==> src/design/trp_pkg.sv <==
// ----------------------------------------------------------------------------
// trp_pkg
// Types and constants shared by the TLV record parser modules.
// ----------------------------------------------------------------------------
package trp_pkg;

    localparam int ADDR_W   = 5;
    localparam int DATA_W   = 32;
    localparam int TDATA_W  = 104;

    localparam logic [2:0] REG_TAG_KIND     = 3'd0;
    localparam logic [2:0] REG_TAG_SEQUENCE = 3'd1;
    localparam logic [2:0] REG_TAG_FLAGS    = 3'd2;
    localparam logic [2:0] REG_TAG_BODY     = 3'd3;
    localparam logic [2:0] REG_BODY_LIMIT   = 3'd4;

    localparam logic [7:0]  TAG_KIND_RST     = 8'd1;
    localparam logic [7:0]  TAG_SEQUENCE_RST = 8'd2;
    localparam logic [7:0]  TAG_FLAGS_RST    = 8'd3;
    localparam logic [7:0]  TAG_BODY_RST     = 8'd4;
    localparam logic [15:0] BODY_LIMIT_RST   = 16'd256;

    localparam logic [15:0] LEN_KIND     = 16'd1;
    localparam logic [15:0] LEN_SEQUENCE = 16'd4;
    localparam logic [15:0] LEN_FLAGS    = 16'd2;

    localparam logic [2:0] CLS_KIND  = 3'd0;
    localparam logic [2:0] CLS_SEQ   = 3'd1;
    localparam logic [2:0] CLS_FLAGS = 3'd2;
    localparam logic [2:0] CLS_BODY  = 3'd3;
    localparam logic [2:0] CLS_NONE  = 3'd4;

    localparam logic [1:0] ST_OK    = 2'd0;
    localparam logic [1:0] ST_TRUNC = 2'd1;
    localparam logic [1:0] ST_LEN   = 2'd2;

    localparam logic [1:0] HDR_TAG    = 2'd0;
    localparam logic [1:0] HDR_LEN_HI = 2'd1;
    localparam logic [1:0] HDR_LEN_LO = 2'd2;
    localparam logic [1:0] HDR_VALUE  = 2'd3;

    localparam logic RES_BODY    = 1'b0;
    localparam logic RES_SUMMARY = 1'b1;

    typedef struct packed {
        logic [7:0]  tag_kind;
        logic [7:0]  tag_sequence;
        logic [7:0]  tag_flags;
        logic [7:0]  tag_body;
        logic [15:0] body_limit;
    } cfg_t;

    typedef struct packed {
        logic        body_valid;
        logic [7:0]  body_byte;
        logic [15:0] body_offset;
        logic        sum_valid;
        logic [1:0]  status;
        logic [3:0]  marks;
        logic [7:0]  kind_value;
        logic [31:0] sequence_number;
        logic [15:0] flag_word;
        logic [15:0] body_length;
    } entry_t;

    typedef struct packed {
        logic [1:0]  pad;
        logic [15:0] body_length;
        logic        body_seen;
        logic [15:0] flag_word;
        logic        flags_seen;
        logic [31:0] sequence_number;
        logic        seq_seen;
        logic [7:0]  kind_value;
        logic        kind_seen;
        logic [1:0]  status;
        logic [15:0] body_offset;
        logic [7:0]  body_byte;
    } result_t;

    function automatic logic [2:0] classify(input logic [7:0] tag, input cfg_t cfg);
        logic [2:0] cls;
        if (tag == cfg.tag_kind) begin
            cls = CLS_KIND;
        end else if (tag == cfg.tag_sequence) begin
            cls = CLS_SEQ;
        end else if (tag == cfg.tag_flags) begin
            cls = CLS_FLAGS;
        end else if (tag == cfg.tag_body) begin
            cls = CLS_BODY;
        end else begin
            cls = CLS_NONE;
        end
        return cls;
    endfunction

endpackage

==> src/design/tlv_record_parser.sv <==
// ----------------------------------------------------------------------------
// tlv_record_parser
// Byte-serial tag-length-value message parser with APB configuration.
// ----------------------------------------------------------------------------
// Takes one message byte per cycle on the s_ stream while the request queue
// has room, and emits each body byte of a valid body record as it arrives,
// plus a summary result on the item that carries tlast. The parser state
// advances once per accepted byte; a request queue of QUEUE_DEPTH entries
// and a registered output stage sit behind it. An item that yields both a
// body byte and a summary gives the body result first, then the summary;
// every other item gives at most one result.
module tlv_record_parser #(
    parameter int QUEUE_DEPTH = 4
) (
    input  logic                          aclk,
    input  logic                          aresetn,
    input  logic                          psel,
    input  logic                          penable,
    input  logic                          pwrite,
    input  logic [trp_pkg::ADDR_W-1:0]    paddr,
    input  logic [trp_pkg::DATA_W-1:0]    pwdata,
    output logic [trp_pkg::DATA_W-1:0]    prdata,
    output logic                          pready,
    input  logic                          s_tvalid,
    output logic                          s_tready,
    input  logic [7:0]                    s_tdata,  // [7:0] data_byte
    input  logic                          s_tlast,  // last_byte
    input  logic                          s_tuser,  // no_data
    output logic                          m_tvalid,
    input  logic                          m_tready,
    // [7:0] body_byte, [23:8] body_offset, [25:24] status, [26] kind_seen,
    // [34:27] kind_value, [35] seq_seen, [67:36] sequence_number,
    // [68] flags_seen, [84:69] flag_word, [85] body_seen, [101:86] body_length
    output logic [trp_pkg::TDATA_W-1:0]   m_tdata,
    output logic                          m_tuser   // result_kind
);
    import trp_pkg::*;

    cfg_t   cfg;
    logic   push_valid, push_ready;
    entry_t push_entry;
    logic   pop_valid, pop_ready;
    entry_t pop_entry;

    trp_regs u_regs (
        .aclk    (aclk),
        .aresetn (aresetn),
        .psel    (psel),
        .penable (penable),
        .pwrite  (pwrite),
        .paddr   (paddr),
        .pwdata  (pwdata),
        .prdata  (prdata),
        .pready  (pready),
        .cfg     (cfg)
    );

    trp_front u_front (
        .aclk       (aclk),
        .aresetn    (aresetn),
        .cfg        (cfg),
        .s_tvalid   (s_tvalid),
        .s_tready   (s_tready),
        .s_tdata    (s_tdata),
        .s_tlast    (s_tlast),
        .s_tuser    (s_tuser),
        .push_valid (push_valid),
        .push_ready (push_ready),
        .push_entry (push_entry)
    );

    trp_queue #(
        .DEPTH (QUEUE_DEPTH)
    ) u_queue (
        .aclk       (aclk),
        .aresetn    (aresetn),
        .push_valid (push_valid),
        .push_ready (push_ready),
        .push_entry (push_entry),
        .pop_valid  (pop_valid),
        .pop_ready  (pop_ready),
        .pop_entry  (pop_entry)
    );

    trp_back u_back (
        .aclk      (aclk),
        .aresetn   (aresetn),
        .pop_valid (pop_valid),
        .pop_ready (pop_ready),
        .pop_entry (pop_entry),
        .m_tvalid  (m_tvalid),
        .m_tready  (m_tready),
        .m_tdata   (m_tdata),
        .m_tuser   (m_tuser)
    );

endmodule

==> src/design/trp_regs.sv <==
// ----------------------------------------------------------------------------
// trp_regs
// APB register file holding the tag codes and the body length limit.
// ----------------------------------------------------------------------------
module trp_regs (
    input  logic                         aclk,
    input  logic                         aresetn,
    input  logic                         psel,
    input  logic                         penable,
    input  logic                         pwrite,
    input  logic [trp_pkg::ADDR_W-1:0]   paddr,
    input  logic [trp_pkg::DATA_W-1:0]   pwdata,
    output logic [trp_pkg::DATA_W-1:0]   prdata,
    output logic                         pready,
    output trp_pkg::cfg_t                cfg
);
    import trp_pkg::*;

    cfg_t       cfg_reg;
    logic       wr_en;
    logic [2:0] reg_idx;

    assign pready  = 1'b1;
    assign wr_en   = psel && penable && pwrite;
    assign reg_idx = paddr[4:2];
    assign cfg     = cfg_reg;

    always_ff @(posedge aclk) begin
        if (!aresetn) begin
            cfg_reg.tag_kind     <= TAG_KIND_RST;
            cfg_reg.tag_sequence <= TAG_SEQUENCE_RST;
            cfg_reg.tag_flags    <= TAG_FLAGS_RST;
            cfg_reg.tag_body     <= TAG_BODY_RST;
            cfg_reg.body_limit   <= BODY_LIMIT_RST;
        end else if (wr_en) begin
            case (reg_idx)
                REG_TAG_KIND:     cfg_reg.tag_kind     <= pwdata[7:0];
                REG_TAG_SEQUENCE: cfg_reg.tag_sequence <= pwdata[7:0];
                REG_TAG_FLAGS:    cfg_reg.tag_flags    <= pwdata[7:0];
                REG_TAG_BODY:     cfg_reg.tag_body     <= pwdata[7:0];
                REG_BODY_LIMIT:   cfg_reg.body_limit   <= pwdata[15:0];
                default: ;
            endcase
        end
    end

    always_comb begin
        case (reg_idx)
            REG_TAG_KIND:     prdata = DATA_W'(cfg_reg.tag_kind);
            REG_TAG_SEQUENCE: prdata = DATA_W'(cfg_reg.tag_sequence);
            REG_TAG_FLAGS:    prdata = DATA_W'(cfg_reg.tag_flags);
            REG_TAG_BODY:     prdata = DATA_W'(cfg_reg.tag_body);
            REG_BODY_LIMIT:   prdata = DATA_W'(cfg_reg.body_limit);
            default:          prdata = '0;
        endcase
    end

endmodule

==> src/design/trp_front.sv <==
// ----------------------------------------------------------------------------
// trp_front
// Byte parser: tracks the record header and value, keeps the per-message
// stores and queues one request for each item with a body byte or a summary.
// ----------------------------------------------------------------------------
module trp_front (
    input  logic             aclk,
    input  logic             aresetn,
    input  trp_pkg::cfg_t    cfg,
    input  logic             s_tvalid,
    output logic             s_tready,
    input  logic [7:0]       s_tdata,     // [7:0] data_byte
    input  logic             s_tlast,     // last_byte
    input  logic             s_tuser,     // no_data
    output logic             push_valid,
    input  logic             push_ready,
    output trp_pkg::entry_t  push_entry
);
    import trp_pkg::*;

    logic [1:0]  hc_reg,    hc_next;
    logic [7:0]  tag_reg,   tag_next;
    logic [15:0] len_reg,   len_next;
    logic [15:0] vc_reg,    vc_next;
    logic [31:0] acc_reg,   acc_next;
    logic        pend_reg,  pend_next;
    logic [1:0]  ferr_reg,  ferr_next;
    logic [3:0]  marks_reg, marks_next;
    logic [7:0]  kind_reg,  kind_next;
    logic [31:0] seq_reg,   seq_next;
    logic [15:0] flags_reg, flags_next;
    logic [15:0] blen_reg,  blen_next;

    logic       accept;
    logic       fin;
    logic       len_bad;
    logic [2:0] cls_cur;
    logic       emit_body;
    entry_t     entry;

    assign s_tready   = push_ready;
    assign accept     = s_tvalid && push_ready;
    assign cls_cur    = classify(tag_reg, cfg);
    assign push_entry = entry;
    assign push_valid = s_tvalid && (emit_body || s_tlast);

    always_comb begin
        case (cls_cur)
            CLS_KIND:  len_bad = ({len_reg[15:8], s_tdata} != LEN_KIND);
            CLS_SEQ:   len_bad = ({len_reg[15:8], s_tdata} != LEN_SEQUENCE);
            CLS_FLAGS: len_bad = ({len_reg[15:8], s_tdata} != LEN_FLAGS);
            CLS_BODY:  len_bad = ({len_reg[15:8], s_tdata} > cfg.body_limit);
            default:   len_bad = 1'b1;
        endcase
    end

    always_comb begin
        hc_next    = hc_reg;
        tag_next   = tag_reg;
        len_next   = len_reg;
        vc_next    = vc_reg;
        acc_next   = acc_reg;
        pend_next  = pend_reg;
        ferr_next  = ferr_reg;
        marks_next = marks_reg;
        kind_next  = kind_reg;
        seq_next   = seq_reg;
        flags_next = flags_reg;
        blen_next  = blen_reg;
        fin        = 1'b0;
        emit_body  = 1'b0;

        if (!s_tuser && ferr_reg == ST_OK) begin
            case (hc_reg)
                HDR_TAG: begin
                    tag_next = s_tdata;
                    hc_next  = HDR_LEN_HI;
                end
                HDR_LEN_HI: begin
                    len_next = {s_tdata, 8'h00};
                    hc_next  = HDR_LEN_LO;
                end
                HDR_LEN_LO: begin
                    len_next  = {len_reg[15:8], s_tdata};
                    vc_next   = '0;
                    acc_next  = '0;
                    pend_next = len_bad;
                    hc_next   = HDR_VALUE;
                    fin       = (len_next == 16'd0);
                end
                default: begin
                    emit_body = !pend_reg && (cls_cur == CLS_BODY);
                    acc_next  = {acc_reg[23:0], s_tdata};
                    vc_next   = vc_reg + 16'd1;
                    fin       = (vc_next == len_reg);
                end
            endcase
        end

        if (fin) begin
            if (pend_next) begin
                ferr_next = ST_LEN;
            end else begin
                case (cls_cur)
                    CLS_KIND: begin
                        kind_next     = acc_next[7:0];
                        marks_next[0] = 1'b1;
                    end
                    CLS_SEQ: begin
                        seq_next      = acc_next;
                        marks_next[1] = 1'b1;
                    end
                    CLS_FLAGS: begin
                        flags_next    = acc_next[15:0];
                        marks_next[2] = 1'b1;
                    end
                    CLS_BODY: begin
                        blen_next     = len_next;
                        marks_next[3] = 1'b1;
                    end
                    default: ferr_next = ST_LEN;
                endcase
            end
            hc_next   = HDR_TAG;
            pend_next = 1'b0;
        end

        entry                 = '0;
        entry.body_valid      = emit_body;
        entry.body_byte       = emit_body ? s_tdata : 8'h00;
        entry.body_offset     = emit_body ? vc_reg : 16'h0000;
        entry.sum_valid       = s_tlast;
        entry.status          = (ferr_next != ST_OK) ? ferr_next :
                                ((hc_next == HDR_VALUE) ? ST_TRUNC : ST_OK);
        entry.marks           = marks_next;
        entry.kind_value      = kind_next;
        entry.sequence_number = seq_next;
        entry.flag_word       = flags_next;
        entry.body_length     = blen_next;

        if (s_tlast) begin
            hc_next    = HDR_TAG;
            tag_next   = '0;
            len_next   = '0;
            vc_next    = '0;
            acc_next   = '0;
            pend_next  = 1'b0;
            ferr_next  = ST_OK;
            marks_next = '0;
            kind_next  = '0;
            seq_next   = '0;
            flags_next = '0;
            blen_next  = '0;
        end
    end

    always_ff @(posedge aclk) begin
        if (!aresetn) begin
            hc_reg    <= HDR_TAG;
            tag_reg   <= '0;
            len_reg   <= '0;
            vc_reg    <= '0;
            acc_reg   <= '0;
            pend_reg  <= 1'b0;
            ferr_reg  <= ST_OK;
            marks_reg <= '0;
            kind_reg  <= '0;
            seq_reg   <= '0;
            flags_reg <= '0;
            blen_reg  <= '0;
        end else if (accept) begin
            hc_reg    <= hc_next;
            tag_reg   <= tag_next;
            len_reg   <= len_next;
            vc_reg    <= vc_next;
            acc_reg   <= acc_next;
            pend_reg  <= pend_next;
            ferr_reg  <= ferr_next;
            marks_reg <= marks_next;
            kind_reg  <= kind_next;
            seq_reg   <= seq_next;
            flags_reg <= flags_next;
            blen_reg  <= blen_next;
        end
    end

endmodule

==> src/design/trp_queue.sv <==
// ----------------------------------------------------------------------------
// trp_queue
// Small FIFO of parser requests between the front and the back.
// ----------------------------------------------------------------------------
module trp_queue #(
    parameter int DEPTH = 4
) (
    input  logic             aclk,
    input  logic             aresetn,
    input  logic             push_valid,
    output logic             push_ready,
    input  trp_pkg::entry_t  push_entry,
    output logic             pop_valid,
    input  logic             pop_ready,
    output trp_pkg::entry_t  pop_entry
);
    import trp_pkg::*;

    localparam int PTR_W = (DEPTH > 1) ? $clog2(DEPTH) : 1;
    localparam int CNT_W = $clog2(DEPTH + 1);

    entry_t           slots [DEPTH];
    logic [PTR_W-1:0] wr_ptr_reg, wr_ptr_next;
    logic [PTR_W-1:0] rd_ptr_reg, rd_ptr_next;
    logic [CNT_W-1:0] cnt_reg,    cnt_next;
    logic             do_push, do_pop;

    assign push_ready = (cnt_reg != CNT_W'(DEPTH));
    assign pop_valid  = (cnt_reg != '0);
    assign pop_entry  = slots[rd_ptr_reg];
    assign do_push    = push_valid && push_ready;
    assign do_pop     = pop_valid && pop_ready;

    always_comb begin
        wr_ptr_next = wr_ptr_reg;
        rd_ptr_next = rd_ptr_reg;
        cnt_next    = cnt_reg;
        if (do_push) begin
            wr_ptr_next = (wr_ptr_reg == PTR_W'(DEPTH - 1)) ? '0 : wr_ptr_reg + 1'b1;
        end
        if (do_pop) begin
            rd_ptr_next = (rd_ptr_reg == PTR_W'(DEPTH - 1)) ? '0 : rd_ptr_reg + 1'b1;
        end
        if (do_push && !do_pop) begin
            cnt_next = cnt_reg + 1'b1;
        end else if (do_pop && !do_push) begin
            cnt_next = cnt_reg - 1'b1;
        end
    end

    always_ff @(posedge aclk) begin
        if (!aresetn) begin
            wr_ptr_reg <= '0;
            rd_ptr_reg <= '0;
            cnt_reg    <= '0;
        end else begin
            wr_ptr_reg <= wr_ptr_next;
            rd_ptr_reg <= rd_ptr_next;
            cnt_reg    <= cnt_next;
        end
    end

    always_ff @(posedge aclk) begin
        if (do_push) begin
            slots[wr_ptr_reg] <= push_entry;
        end
    end

endmodule

==> src/design/trp_back.sv <==
// ----------------------------------------------------------------------------
// trp_back
// Result stage: turns each request into a body-byte result, a summary result
// or both (body first) and holds them in the output register.
// ----------------------------------------------------------------------------
module trp_back (
    input  logic                          aclk,
    input  logic                          aresetn,
    input  logic                          pop_valid,
    output logic                          pop_ready,
    input  trp_pkg::entry_t               pop_entry,
    output logic                          m_tvalid,
    input  logic                          m_tready,
    output logic [trp_pkg::TDATA_W-1:0]   m_tdata,
    output logic                          m_tuser
);
    import trp_pkg::*;

    logic    tvalid_reg, tvalid_next;
    logic    tuser_reg,  tuser_next;
    result_t res_reg,    res_next;
    logic    phase_reg,  phase_next;
    logic    load;
    logic    take_body;
    result_t body_res, sum_res;

    assign m_tvalid  = tvalid_reg;
    assign m_tuser   = tuser_reg;
    assign m_tdata   = res_reg;
    assign load      = !tvalid_reg || m_tready;
    assign take_body = pop_entry.body_valid && !phase_reg;
    assign pop_ready = load && !(take_body && pop_entry.sum_valid);

    always_comb begin
        body_res             = '0;
        body_res.body_byte   = pop_entry.body_byte;
        body_res.body_offset = pop_entry.body_offset;

        sum_res                 = '0;
        sum_res.status          = pop_entry.status;
        sum_res.kind_seen       = pop_entry.marks[0];
        sum_res.kind_value      = pop_entry.kind_value;
        sum_res.seq_seen        = pop_entry.marks[1];
        sum_res.sequence_number = pop_entry.sequence_number;
        sum_res.flags_seen      = pop_entry.marks[2];
        sum_res.flag_word       = pop_entry.flag_word;
        sum_res.body_seen       = pop_entry.marks[3];
        sum_res.body_length     = pop_entry.body_length;
    end

    always_comb begin
        tvalid_next = tvalid_reg;
        tuser_next  = tuser_reg;
        res_next    = res_reg;
        phase_next  = phase_reg;
        if (load) begin
            tvalid_next = pop_valid;
            if (pop_valid) begin
                if (take_body) begin
                    tuser_next = RES_BODY;
                    res_next   = body_res;
                    phase_next = pop_entry.sum_valid;
                end else begin
                    tuser_next = RES_SUMMARY;
                    res_next   = sum_res;
                    phase_next = 1'b0;
                end
            end
        end
    end

    always_ff @(posedge aclk) begin
        if (!aresetn) begin
            tvalid_reg <= 1'b0;
            phase_reg  <= 1'b0;
        end else begin
            tvalid_reg <= tvalid_next;
            phase_reg  <= phase_next;
        end
    end

    always_ff @(posedge aclk) begin
        tuser_reg <= tuser_next;
        res_reg   <= res_next;
    end

endmodule

==> config.mk <==
export PLATFORM = sky130hd
export DESIGN_NAME = tlv_record_parser
export DESIGN_NICKNAME = d
export VERILOG_FILES = /design/src/design/trp_pkg.sv /design/src/design/tlv_record_parser.sv /design/src/design/trp_regs.sv /design/src/design/trp_front.sv /design/src/design/trp_queue.sv /design/src/design/trp_back.sv
export SDC_FILE = /design/constraint.sdc
export NUM_CORES = 1
export LEC_CHECK = 0
export ABC_AREA = 0
export BUFFER_PORTS_ARGS = -buffer_cell sky130_fd_sc_hd__buf_4
export CAP_MARGIN = 20
export CORE_MARGIN = 4
export CORE_UTILIZATION = 65
export CTS_CLUSTER_SIZE = 12
export DETAILED_ROUTE_END_ITERATION = 10
export GPL_ROUTABILITY_DRIVEN = 0
export GPL_TIMING_DRIVEN = 0
export MAX_ROUTING_LAYER = met4
export PLACE_DENSITY_LB_ADDON = 0.3
export SLEW_MARGIN = 20
export SYNTH_ARGS = -nofsm -noshare
export SYNTH_HDL_FRONTEND = slang
export SYNTH_SLANG_ARGS = --single-unit
==> constraint.sdc <==
create_clock -name aclk -period 26.4 [get_ports aclk]
set_input_delay 5.28 -clock aclk [delete_from_list [all_inputs] [get_ports aclk]]
set_output_delay 5.28 -clock aclk [all_outputs]
set_load 0.02 [all_outputs]
---- After elaboration in Yosys (flattened, before gate mapping) ----
Memory sizes are Yosys's and may differ from the RTL's. A register that Yosys moved wholly into a read port is not among the register bits.
Index checks and enable logic that the tools add are counted.
operators by class
  equal/unequal tests ..................... 22
  reductions and logical operators ........ 43
  add/sub/neg operators ................... 5
  multiplexer cells ....................... 71
  order comparisons ....................... 1
operators with widths
  cell                                                                    number
  16-bit two-way mux                                                      13
  32-bit two-way mux                                                      6
  16-bit case mux with 5 select lines                                     1
  8-bit two-way mux                                                       8
  16-bit case mux with 2 select lines                                     2
  32-bit case mux with 2 select lines                                     1
  8-bit equality test                                                     4
  2-bit two-way mux                                                       12
  3-bit two-way mux                                                       6
  16-bit by 1-bit adder with 16-bit output (second input constant)        1
  16-bit equality test                                                    1
  16-bit greater-than comparator                                          1
  16-bit zero test                                                        1
  1-bit two-way mux                                                       16
  16-bit by 1-bit != test with 1-bit output (second input constant)       1
  16-bit by 2-bit != test with 1-bit output (second input constant)       1
  16-bit by 3-bit != test with 1-bit output (second input constant)       1
  1-bit logical AND                                                       13
  3-bit by 2-bit equality test with 1-bit output (second input constant)  4
  4-bit two-way mux                                                       3
  2-bit AND reduction                                                     6
  2-bit equality test (second input constant)                             4
  2-bit nonzero test                                                      4
  1-bit zero test                                                         7
  19 further kinds                                                        25
word-level totals
  bits of input ports ..................... 54
  word-level logic and storage cells ...... 178
  flip-flop bits (word level) ............. 315
  memories kept ........................... 1
  output and inout bits ................... 140
  RAM bits ................................ 416
memories
  name           words  bits a word  read ports  clocked after Yosys merged registers in  wr ports  line             text
  u_queue.slots  4      104          1           1                                        1         trp_queue.sv:22  entry_t slots [DEPTH];

---- Logic depth before layout (Yosys ltp) ----
  depth after elaboration ................. 16
  mapped depth ............................ 15

---- Modules after synthesis ----
Synthesis repeated with hierarchy kept, for this count alone.
unflattened totals
  cells, all modules ...................... 2034
  area total of the unflattened synthesis .. 30635.6 µm²
modules (own cells, without submodules)
  module     times used  area an instance (µm²)  cells each
  trp_queue  1           15487.4                 595
  trp_front  1           8813.5                  958
  trp_back   1           3948.8                  230
  trp_regs   1           2386.0                  251

---- Worst setup path before layout ----
Ideal clock, no wire load.
  path type ............................... input-to-reg
  start point ............................. input port m_tready
  end point ............................... register u_queue.cnt_reg[2]
  cell stages on the path ................. 9
  data required time ...................... 26.330 ns
  data arrival time ....................... 12.391 ns
  library setup time ...................... 0.070 ns
  slack ................................... 13.938 ns
  cell sequence ........................... inv_1 -> a21oi_1 -> nand2_1 -> ha_1 -> inv_1 -> fa_1 -> xor2_1 -> or3_1 -> a21oi_1
between the ends
  longest elaborated chain between the ends .. 6
  elaborated cells between the ends (all ways) .. 8
  classes of those cells .................. mux: 1; reduce/logical: 7
ends and longest elaborated chain
  what                                                            line                     text
  start: declaration                                              tlv_record_parser.sv:30  input logic m_tready,
  1-bit logical OR (*)                                            trp_back.sv:30           assign load = !tvalid_reg || m_tready;
  1-bit logical AND (*)                                           trp_back.sv:32           assign pop_ready = load && !(take_body && pop_entry.sum_valid);
  1-bit logical AND (*)                                           trp_queue.sv:32          assign do_pop = pop_valid && pop_ready;
  1-bit zero test                                                 trp_queue.sv:44          if (do_push && !do_pop) begin
  1-bit logical AND                                               trp_queue.sv:44
  3-bit two-way mux / 2-bit nonzero test (equally long branches)  n/a
  end signal: assignment                                          trp_queue.sv:59          cnt_reg <= cnt_next;
  end: declaration                                                trp_queue.sv:25          logic [CNT_W-1:0] cnt_reg, cnt_next;
Mark *: on every way between the ends. The rest lies on a longest branch, timed or not.
A chain may end at the register's enable or synchronous reset.

---- Worst setup path in the final report ----
  start point ............................. input port paddr[3] in the netlist's numbering
  end point ............................... output port prdata[7] in the netlist's numbering
between the ends
  longest elaborated chain between the ends .. 2
  elaborated cells between the ends (all ways) .. 6
  classes of those cells .................. eq/ne: 4; mux: 1; reduce/logical: 1
ends and longest elaborated chain
  what                                         line                     text
  start: declaration                           tlv_record_parser.sv:20  input logic [trp_pkg::ADDR_W-1:0] paddr,
  3-bit equality test (tied with other cells)  trp_regs.sv:48           case (reg_idx)
  16-bit case mux with 5 select lines (*)      trp_regs.sv:48
  end: declaration                             tlv_record_parser.sv:22  output logic [trp_pkg::DATA_W-1:0] prdata,
Marks and branches as above.

==> results.md <==
* Place WS at 13.81 ns
* Filler cell count at 2721
* Share of synthesized registers carrying an async set or reset at 0
* Most frequent cells in the layout: edfxtp_1, dfxtp_1, buf_4
* Crit. End Element: output pin
* Via count at 19.8k
* Total Neg Setup Slack at 0 ns
* Number of global-route vias before repair at 19.8k
* Nets@finish at 2496
* Mapped Area at 30800 um2
* Cells on worst reg2reg path at 12
* Post-synthesis cell count at 2152
* Avg WL per Cell at 24.9 um
* Seq/Total Area, Yosys at 0.645
* Die X at 226 um
* Core footprint at 46700 um2
* F_max at 0.0791 GHz
* Starting Density at 0.659
* Ranking of synthesized cells by area: edfxtp_1, dfxtp_1, mux4_2
* Warnings, synthesis at 0
* Required time worst endpoint at 21.12 ns
* CTS Buffer Depth at 3
* Yosys reg bits at 731
* TritonCTS clock tree: yes
* Total power at 3.17 mW
* DRT iter0 DRCs at 2784
* Clock skew at 0.0165 ns
* Fin. Hold Viols at 0
* Drc violations at 0
* MaxCap Viol Count at 0
* RSZ-0062 raised after global routing: false
* Row cnt at 79
* Top cell type's share of synthesized area at 0.507
* Total Routing Usage GR at 0.311
* IO Pins at 194
* Post-DRT Antenna Nets at 0
* Total die area at 50900 um2
* Hold buffers post-CTS at 0
* Max VDD drop at 59.7 uV
* TritonCTS buffer count at 74
* Clock Latency Late Sink at 0.61 ns
* H-tree depth at 3
* Hold path cells at 2
* Root Buffer: clkbuf_16
* P&R area growth vs syn at 14.9%
* Drt first pass iters at 7
* Slew at the pin with the worst max-slew slack at 1.08 ns
* Placed Cells at 2943
* Number of flops mapped to enable cells by yosys at 519
* Syn_area_per_cell at 14.3 um2
* Final period utilization at 0.479
* Crit path time final at 12.64 ns
* Max-slew violations at 0
* Aggregate routed wire length at 76.6 mm
* Area leader, netlist: edfxtp_1
* Fin cells at 3077
* First-pass GRT wire length at 117 mm
* Crit path kind: in2out
* Final Setup Violations at 0
* Core Util, Final at 0.757
* Most used DFF post-synth: edfxtp_1
* Cell Pwr Density at 89.6 nW/um2
* DR vias/cell at 6.43
* Clk pin slew, worst setup/hold paths at 0.06 ns
* Max reg flops at 416
* Max-slew headroom at 0.279
* Port Buffers at 155
* Antenna violations before repair at 0
* Post-CTS Resized at 0
* Leakage at 12.5 nW
* Worst-path fanout max at 10
* Pin count of the biggest net entering global routing at 48
* Commonest non-fill, non-tap cell in the layout: edfxtp_1
* CTS sink count at 731
* Setup crit start kind: input port
* Layout cells sized above 1 at 0.210
* N_diodes at 0
* Crit path DAT at 7.36 ns
* Die height at 226 um
* Post-route setup slack at 13.76 ns
* Global route overflow at 0
* Tightest Hold Check Type: reg2reg
* Postcts setup bufs at 0
* Hpwl dp at 49.8 mm
* Cell variety after synth at 77
* Reg2reg setup slack at 21.95 ns
* Status: finished clean
Yosys cell counts (50+ instances only):
master and n:
o211ai_1 69, edfxtp_1 519, and2_1 68, o21ai_0 76
a22oi_1 56, nand2_1 155, clkbuf_1 112, mux2_4 50
nor2b_1 83, a21oi_1 59, dfxtp_1 212, mux4_2 104
nor2_1 121
cell type report:
type	count	area, um2	share of cell area
Timing Repair Buffer	167	1480	0.0418
Multi-Input combinational cell	1232	10000	0.284
Tap cell	607	759	0.0215
Clock inverter	6	67.6	0.00191
Buffer	178	888	0.0251
Sequential cell	731	19800	0.561
Clock buffer	128	2190	0.0619
Inverter	28	105	0.00297
metrics by stage:
stage / instance area, um2 / hold slack [ns]
4_1_cts: 35300 / 0.454
3_3_place_gp: 32700 / 0.426
2_1_floorplan: 30800 / 0.416
3_5_place_dp: 33100 / 0.445
5_1_grt: 35300 / 0.472
6_report: 35300 / 0.459
routing by layer:
layer	track usage	routed length (um)	vias up
met5	-	0	-
met1	0.416	30000	9860
met3	0.0408	6000	190
met2	0.495	37600	1144
li1	-	-	8594
met4	0.125	2920	0
power by group:
group          leakage [nW]  internal, mW  total (mW)  switching (mW)
registers              6.82          1.39        1.42          0.0375
clock network          1.09         0.572       0.991           0.420
logic                  4.59         0.309       0.752           0.443
worst max-delay path, cell delays in order:
cell and delay [ns]:
buf_4 0.10, buf_1 0.52, clkbuf_1 0.62, mux2i_1 0.21, nor2_1 0.16, a21oi_1 0.05, o22ai_1 0.22, buf_4 0.19
worst paths after layout:
check	startpoint	to
worst max-delay path	paddr[3]	prdata[7]
worst min-delay path	u_front.blen_reg[15]	u_front.blen_reg[15]
worst max register to register	u_front.tag_reg[4]	u_queue.slots[0][24]
worst min register to register	u_front.blen_reg[15]	u_front.blen_reg[15]
kinds of logic after synthesis:
kind of cell               synth area share
DFF                                   0.645
and+or+nand+nor                      0.0883
AOI/OAI and AO/OA                    0.0818
muxes                                 0.124
buffers and inverters                0.0323
xor gates and xnor gates             0.0162
adders and majority gates            0.0124
other                              0.000244
Power figures use the tool's default switching activity.
